<file path="src/design/wmft_pkg.sv">
// Package for the window mode frequency tracker.
// Sizes, result status codes and the controller/datapath command and status types.
// No dependencies.
package wmft_pkg;

  // Table sizes
  localparam int VALUE_COUNT = 1024;
  localparam int MAX_COUNT   = 4096;
  localparam int HIST_DEPTH  = MAX_COUNT + 1;

  // Field and storage widths
  localparam int VAL_W = $clog2(VALUE_COUNT);
  localparam int CNT_W = $clog2(MAX_COUNT + 1);
  localparam int VAM_W = $clog2(VALUE_COUNT + 1);
  localparam int ST_W  = 2;

  // Result status codes
  localparam logic [ST_W-1:0] ST_OK     = 2'd0;
  localparam logic [ST_W-1:0] ST_ABSENT = 2'd1;
  localparam logic [ST_W-1:0] ST_LIMIT  = 2'd2;

  // Operation codes
  localparam logic OP_INSERT = 1'b0;
  localparam logic OP_REMOVE = 1'b1;

  // Commands from controller to datapath
  typedef struct packed {
    logic clr;       // write zero at the sweep address and advance
    logic load;      // capture transaction, read count table
    logic rd_h1;     // clamp count, set status, read histogram at old count
    logic upd1;      // retire old count, write count table, read new count entry
    logic upd2;      // bump histogram at new count
    logic rd_top;    // read histogram at the current maximum
    logic out_load;  // load the result register
  } cmd_t;

  // Status from datapath to controller
  typedef struct packed {
    logic clr_last;  // sweep is at the last histogram entry
    logic item_err;  // transaction is ignored (absent removal or count limit)
    logic to_zero;   // removal leaves the value with count zero
    logic out_free;  // result register can take a new result
  } stat_t;

endpackage

</file>
<file path="src/design/wmft_ctrl.sv">
// Controller state machine for the window mode frequency tracker.
// Sequences the clearing sweep and the per-transaction memory accesses.
// Depends on wmft_pkg.
module wmft_ctrl (
  input  logic           clk_i,
  input  logic           rst_ni,
  input  logic           in_valid_i,
  output logic           in_stall_o,
  input  wmft_pkg::stat_t stat_i,
  output wmft_pkg::cmd_t  cmd_o
);
  import wmft_pkg::*;

  typedef enum logic [6:0] {
    S_CLEAR = 7'b0000001,
    S_IDLE  = 7'b0000010,
    S_RDC   = 7'b0000100,
    S_RDH1  = 7'b0001000,
    S_RDH2  = 7'b0010000,
    S_RDTOP = 7'b0100000,
    S_OUT   = 7'b1000000
  } state_e;

  state_e state_q, state_d;

  // State register
  always_ff @(posedge clk_i or negedge rst_ni) begin
    if (!rst_ni) begin
      state_q <= S_CLEAR;
    end else begin
      state_q <= state_d;
    end
  end

  // Next state and commands
  always_comb begin
    state_d = state_q;
    cmd_o   = '0;
    unique case (state_q)
      S_CLEAR: begin
        cmd_o.clr = 1'b1;
        if (stat_i.clr_last) state_d = S_IDLE;
      end
      S_IDLE: begin
        if (in_valid_i) begin
          cmd_o.load = 1'b1;
          state_d    = S_RDC;
        end
      end
      S_RDC: begin
        cmd_o.rd_h1 = 1'b1;
        state_d     = stat_i.item_err ? S_RDTOP : S_RDH1;
      end
      S_RDH1: begin
        cmd_o.upd1 = 1'b1;
        state_d    = stat_i.to_zero ? S_RDTOP : S_RDH2;
      end
      S_RDH2: begin
        cmd_o.upd2 = 1'b1;
        state_d    = S_RDTOP;
      end
      S_RDTOP: begin
        cmd_o.rd_top = 1'b1;
        state_d      = S_OUT;
      end
      S_OUT: begin
        // hold the read result until the output slot frees up
        if (stat_i.out_free) begin
          cmd_o.out_load = 1'b1;
          state_d        = S_IDLE;
        end
      end
      default: begin
        state_d = S_CLEAR;
      end
    endcase
  end

  assign in_stall_o = (state_q != S_IDLE);

endmodule

</file>
<file path="config.mk">
export PLATFORM = sky130hd
export DESIGN_NAME = wmft_ctrl
export DESIGN_NICKNAME = d
export VERILOG_FILES = /design/src/design/wmft_pkg.sv /design/src/design/wmft_ctrl.sv
export SDC_FILE = /design/constraint.sdc
export NUM_CORES = 1
export LEC_CHECK = 0
export ABC_CLOCK_PERIOD_IN_PS = 2430
export BUFFER_PORTS_ARGS = -buffer_cell sky130_fd_sc_hd__buf_4
export CAP_MARGIN = 15
export CORE_AREA = 2 2 39 41
export CTS_BUF_LIST = sky130_fd_sc_hd__clkbuf_4 sky130_fd_sc_hd__clkbuf_8
export DETAILED_ROUTE_END_ITERATION = 16
export DIE_AREA = 0 0 41 43
export REMOVE_ABC_BUFFERS = 1
export SYNTH_ARGS = -nofsm -noshare
export SYNTH_HDL_FRONTEND = slang
export SYNTH_SLANG_ARGS = --single-unit
</file>
<file path="constraint.sdc">
create_clock -name clk_i -period 2.43 [get_ports clk_i]
set_input_delay 0.1215 -clock clk_i [delete_from_list [all_inputs] [get_ports clk_i]]
set_output_delay 0.1215 -clock clk_i [all_outputs]
set_load 0.005 [all_outputs]
</file>
======== Word-level counts from Yosys, hierarchy flattened ========
Index checks and enable logic that the tools add are counted.
word-level totals
  register bits ........................... 7
  logic and storage cells ................. 28
cells by class
  equal/unequal tests ..................... 11
  multiplexer cells ....................... 15
  reductions and logical operators ........ 1
operators with widths
  operator                                               number
  case mux 7 bit (7 select lines)                        1
  2-to-1 mux 7 bit                                       3
  2-to-1 mux 6 bit                                       2
  2-to-1 mux 1 bit                                       9
  == test 7 x 1 -> 1 bit, second input constant          1
  == test 7 x 2 -> 1 bit, second input constant          1
  == test 7 x 3 -> 1 bit, second input constant          1
  == test 7 x 4 -> 1 bit, second input constant          1
  == test 7 x 5 -> 1 bit, second input constant          1
  == test 7 x 6 -> 1 bit, second input constant          1
  == test 7 bit, second input constant                   1
  inequality test 7 x 2 -> 1 bit, second input constant  1
  inequality test 2 bit, second input constant           3
  AND reduction 3 bit                                    1

======== Longest topological paths before layout ========
Gate-level depths: netlist of run 1.
  depth in word-level cells ............... 3
  gate-level depth with buffers ........... 4
  mapped depth without buffers ............ 4

======== Worst setup path after synthesis of run 1 ========
Ideal clock, no wire load.
  path kind ............................... reg2reg
  start ................................... register state_q[5]
  end ..................................... register state_q[1]
  data arrival time ....................... 1,485 ps
  clock period less this slack ............ 1,550 ps
  cell stages (with the launch flop) ...... 5
  path buffers ............................ 0
  setup time .............................. 65 ps
  path slack .............................. 880 ps
  cell sequence ........................... dfrtp_1 > or4b_4 > or3_4 > nor2_2 > o22a_1
between the ends
  longest elaborated chain between the ends .. 3
  elaborated cells on any way between the ends .. 12
  classes of those cells .................. eq/ne: 10; mux: 1; reduce/logical: 1
RTL lines
  item                                            line             source
  start, declared                                 wmft_ctrl.sv:24  state_e state_q, state_d;
  start signal, assigned                          wmft_ctrl.sv:31  state_q <= state_d;
  == test 7 x 1 -> 1 bit (tied with other cells)  wmft_ctrl.sv:39  unique case (state_q)
  inequality test 2 bit (no line)                 n/a
  AND reduction 3 bit (no line)                   n/a
Several ways; a longest one is shown, not always the timed one.
A chain may end at the register's enable or synchronous reset.

==> results of run 1 <==
==> logic make-up (layout without fill, tap and decap cells) <==
group	after synthesis	count (layout)	share of synthesized area
xor gates and xnor gates	1	1	0.0202
AOI/OAI and AO/OA	12	12	0.208
and+or+nand+nor	25	25	0.340
DFF	7	7	0.406
buffers and inverters	3	22	0.0259
==> synthesized netlist by cell type <==
cell,n,area (sq um)
nand2_1,2,7.51
dfstp_2,1,26.3
inv_1,3,11.3
and3_1,1,6.26
nand2b_1,3,18.8
a32o_1,1,10.0
nand3_1,1,5.00
xor2_1,1,8.76
nor2_2,1,6.26
o32ai_1,1,8.76
o21bai_1,2,15.0
o21ai_0,2,10.0
or2_2,1,6.26
o211ai_1,1,7.51
dfrtp_1,6,150
nor3b_1,1,7.51
a21boi_0,1,7.51
or3_4,1,11.3
nor3_1,2,10.0
or2b_1,1,7.51
nor4b_1,1,8.76
a21oi_1,1,5.00
nor2_1,7,26.3
nor2b_1,2,12.5
o22a_1,2,17.5
o2bb2ai_1,1,8.76
or4b_4,1,13.8
==> power groups by stage <==
stage,Clock [mW],Combinational (mW),Sequential (mW)
after floorplan,0,0.158,0.164
after global placement,0,0.227,0.171
after detailed placement,0,0.228,0.173
after CTS,0.127,0.231,0.170
after global routing,0.128,0.261,0.174
final,0.122,0.229,0.172
==> per-stage QoR <==
| stage | instances | hold slack [ns] | instance area [sq um] | power [mW] |
|---|---|---|---|---|
| after floorplan | 48 | -0.174 | 434 | 0.323 |
| final | 83 | 0.0126 | 599 | 0.523 |
| after CTS | 83 | 0.00650 | 599 | 0.528 |
| after detailed placement | 78 | -0.0588 | 559 | 0.401 |
| after global placement | 78 | -0.0575 | 559 | 0.398 |
| after global routing | 83 | 0.0115 | 599 | 0.562 |
==> final cells by class <==
cell class                      count  area [sq um]
Fill cell                         146           785
Multi-Input combinational cell     38           246
Sequential cell                     7           176
Timing Repair Buffer               15           115
Clock buffer                        4          30.0
Tap cell                           16          20.0
Inverter                            3          11.3
==> path summary, 6_finish.rpt <==
| check | startpoint | end | slack [ns] | cells after the start |
|---|---|---|---|---|
| max | state_q[2]$_DFFE_PN0P_ | cmd_o[5] | 0.49 | 4 |
| max in group asynchronous | rst_ni | state_q[0]$_DFFE_PN1P_ | 2.01 | 2 |
| min in group asynchronous | rst_ni | state_q[4]$_DFFE_PN0P_ | 0.21 | 2 |
| max reg2reg | state_q[2]$_DFFE_PN0P_ | state_q[1]$_DFFE_PN0P_ | 0.79 | 4 |
| min | stat_i[2] | state_q[3]$_DFFE_PN0P_ | 0.01 | 2 |
| min reg2reg | state_q[0]$_DFFE_PN1P_ | state_q[0]$_DFFE_PN1P_ | 0.52 | 1 |
==> metal layers <==
layer  global-route usage  share of wire
met2                0.194           0.46
met4                0.120          0.024
met5                    0              0
met1                0.211           0.48
met3               0.0157          0.035
==> critical path, cell delays in order (launching register included) <==
cell and delay (ns):
dfrtp_1 0.44, or4b_4 0.54, or3_4 0.37, nor2_1 0.10, buf_4 0.11
==> what timing repair did <==
action,4_1_cts,5_1_grt
hold endpoints to repair,7,0
endpoints found under the setup margin,0,0
hold buffers,1,0
==> impl_metrics.yaml, run 1 <==
global_route:
  grt_pass1_wl_mm: 1.75
  first_global_vias: 396
  antenna_found_initial: 0
  grt-ovfl-total: 0
  grt_max_degree: 8
  track_usage: 0.149
timing:
  period_share: 0.798
  fin_skew_ns: 0.00225
  hold_violations: 0
  worst_pin_slew_ns: 0.404
  max_freq_mhz: 516
  fin_crit_ns: 1.94
  rsz0062_at_grt: "no"
  maxSlewViolCount: 0
  finalWorstSetupSlack_ns: 0.491
  setup_viol: 0
  tns_ns: 0
  maxSlewHeadroom: 0.729
worst_setup_path:
  critPathLaunchType: "flip-flop"
  cp-end-kind: "output port"
  worstPathArrival_ns: 1.82
  required_ns: 2.31
  criticalPathCategory: "flip-flop to output port"
  cp_max_fo: 7
synthesis:
  synth_area_per_cell_sq_um: 9.05
  synth_warnings: 0
  ys_ff_latch: 7
  ys_seq_area_frac: 0.406
  synth_cells: 48
  synth.distinct_cells: 27
  syn_area_sq_um: 434
drt:
  viasPerCell: 5.10
  antenna_left: 0
  avgRoutedWirePerCell_microns: 12.5
  dr.pass1.iters: 4
  drt_wl_total_mm: 1.04
  num_vias: 423
  drt-initial-drc-count: 10
  route.detailed.drc: 0
floorplan:
  initial_core_util: 0.314
  die_h_microns: 43
  dieWidth_microns: 41
  die-area_sq_um: 1760
  rows: 14
  coreArea_sq_um: 1380
  ioPinCount: 15
clock_tree:
  worstSkewPairLatency_ns: 0.26
  numCtsBuffers: 3
  cts-root-buf: "clkbuf_4"
  postCtsSetupRepairBufs: 0
  cts_tree: "done"
  clk_pin_slew_ns: 0.05
  cts.sinks: 7
  post_cts_resized: 0
  cts_htree_levels: 1
  cts_buffer_depth: 2
power:
  pwr-share-comb: 0.438
  clkPwrFrac: 0.234
  internal_power_mw: 0.335
  cellPowerDensity_nw_per_um2: 873
  switchingPower_mw: 0.188
  leakagePower_nw: 0.286
  peakVddDrop_v: 0.000257
  p_seq_frac: 0.328
  netSwitchingFraction: 0.359
placed_design:
  place_ws_ns: 0.783
  dp.final_hpwl_microns: 781
  place_congestion: 0.789
  port_buffers: 14
cells_and_area:
  num_antenna_cells: 0
  layout.nets: 75
  largest_reg_flops: 7
  final_cell_mix: "buf_4 (14), nor2_1 (7), dfrtp_1 (6), clkbuf_4 (4)"
  fin_util: 0.433
  area_growth_pct: 38.0
  layout_commonest_cell: "buf_4"
  top_register: "state_q"
  top_regs: "state_q: 7 flops"
  drive_above_1_share: 0.343
status:
  status: "complete, no violations"
run:
  maxCapViolCount: 0
worst_hold_path:
  hold_path.class: "input pin to flip-flop"
No activity file was read; power rests on OpenSTA's default activity.
==> inputs of run 2 (changes only) <==
--- a/config.mk
+++ b/config.mk
@@ -5,7 +5,7 @@
 export SDC_FILE = /design/constraint.sdc
 export NUM_CORES = 1
 export LEC_CHECK = 0
-export ABC_CLOCK_PERIOD_IN_PS = 2430
+export ABC_CLOCK_PERIOD_IN_PS = 1990
 export BUFFER_PORTS_ARGS = -buffer_cell sky130_fd_sc_hd__buf_4
 export CAP_MARGIN = 15
 export CORE_AREA = 2 2 39 41
==> constraint.sdc (replaced) <==
create_clock -name clk_i -period 1.99 [get_ports clk_i]
set_input_delay 0.0995 -clock clk_i [delete_from_list [all_inputs] [get_ports clk_i]]
set_output_delay 0.0995 -clock clk_i [all_outputs]
set_load 0.005 [all_outputs]
==> impl_metrics.yaml, run 2 (synthesis results as in run 1) <==
worst_setup_path:
  cp-end-kind: "output port"
  required_ns: 1.89
  cp_max_fo: 7
  criticalPathCategory: "flip-flop to output port"
  critPathLaunchType: "flip-flop"
  worstPathArrival_ns: 1.80
cells_and_area:
  multi_input_area_sq_um: 246
  final_cell_mix: "buf_4 (14), nor2_1 (7), dfrtp_1 (6), clkbuf_4 (4)"
  layout.nets: 76
  largest_reg_flops: 7
  top_register: "state_q"
  drive_above_1_share: 0.338
  ff_latch_area_sq_um: 176
  top_regs: "state_q: 7 flops"
  nFillCells: 143
  area_growth_pct: 40.3
  num_antenna_cells: 0
  layout_commonest_cell: "buf_4"
placed_design:
  place_congestion: 0.783
  place_ws_ns: 0.360
  dp.final_hpwl_microns: 805
  port_buffers: 14
floorplan:
  dieWidth_microns: 41
  rows: 14
  ioPinCount: 15
  initial_core_util: 0.314
  die-area_sq_um: 1760
  coreArea_sq_um: 1380
  die_h_microns: 43
power:
  peakVddDrop_v: 0.000504
  cellPowerDensity_nw_per_um2: 1030
  leakagePower_nw: 0.290
  total_power_mw: 0.630
drt:
  avgRoutedWirePerCell_microns: 12.0
  route.detailed.drc: 0
  drt-initial-drc-count: 8
  antenna_left: 0
  dr.pass1.iters: 4
  num_vias: 426
  viasPerCell: 5.07
  drt_wl_total_mm: 1.01
worst_hold_path:
  hold_path.class: "input pin to flip-flop"
timing:
  rsz0062_at_grt: "no"
  maxSlewViolCount: 0
  fin_crit_ns: 1.90
  max_freq_mhz: 527
  hold_violations: 0
  worst_pin_slew_ns: 0.395
  finalWorstSetupSlack_ns: 0.0914
  maxSlewHeadroom: 0.735
  hold_slack_ns: 0.0147
  tns_ns: 0
  setup_viol: 0
  period_share: 0.954
  fin_skew_ns: 0.00659
clock_tree:
  cts_tree: "done"
  cts_htree_levels: 1
  cts_buffer_depth: 2
  clk_pin_slew_ns: 0.05
  cts-root-buf: "clkbuf_4"
  numCtsBuffers: 3
  cts.sinks: 7
  worstSkewPairLatency_ns: 0.25
run:
  maxCapViolCount: 0
global_route:
  antenna_found_initial: 0
  track_usage: 0.133
  grt-ovfl-total: 0
  first_global_vias: 365
  grt_pass1_wl_mm: 1.55
  grt_max_degree: 8
status:
  status: "complete, no violations"
-- run 2: changes by cell type in the layout (fill, tap and decap cells not counted) --
cell	previous run	this run
dlygate4sd3_1	1	2
-- run 2: worst paths after layout --
check	startpoint	to	slack, ns	cells after the start
setup / recovery	state_q[2]$_DFFE_PN0P_	cmd_o[5]	0.09	4
hold / removal	stat_i[2]	state_q[3]$_DFFE_PN0P_	0.01	2
setup reg to reg	state_q[2]$_DFFE_PN0P_	state_q[1]$_DFFE_PN0P_	0.36	4
hold reg to reg	state_q[0]$_DFFE_PN1P_	state_q[0]$_DFFE_PN1P_	0.52	1
max in group asynchronous	rst_ni	state_q[0]$_DFFE_PN1P_	1.59	2
min in group asynchronous	rst_ni	state_q[4]$_DFFE_PN0P_	0.19	2
-- run 2: what timing repair did --
item / 4_1_cts / 5_1_grt
endpoints found under the setup margin: 0 / 0
hold endpoints to repair: 8 / 0
hold buffers: 2 / 0
setup buffers: 0 / 0
gates resized for setup: 0 / 0
-- run 2: stage by stage --
step	cell area (sq um)	std cells	util
finish	609	84	0.440
global route	609	84	0.440
CTS	609	84	0.440
detailed placement	559	78	0.404
global placement	559	78	0.404
floorplan	434	48	-
-- run 2: where the power goes --
part | switching [mW] | leakage [nW] | internal (mW)
Combinational | 0.137 | 0.179 | 0.143
Clock | 0.0508 | 0.0184 | 0.0900
Sequential | 0.0320 | 0.0926 | 0.177
Total | 0.220 | 0.290 | 0.410
-- run 2: layout make-up --
| type | instances | area share |
|---|---|---|
| Timing Repair Buffer | 16 | 0.205 |
| Sequential cell | 7 | 0.290 |
| Clock buffer | 4 | 0.0493 |
| Inverter | 3 | 0.0185 |
| Tap cell | 16 | 0.0329 |
| Multi-Input combinational cell | 38 | 0.405 |
-- run 2: per-layer routing --
layer,vias up,share of wire,global-route usage
met3,2,0.059,0.0471
met4,0,0.0060,0.0600
met1,195,0.46,0.175
met2,13,0.47,0.188
met5,-,0,0
li1,216,-,-
-- run 2: worst max-delay path, cell delays in order (launching register included) --
cell and delay [ns]:
dfrtp_1 0.44, or4b_4 0.54, or3_4 0.36, nor2_1 0.10
buf_4 0.11
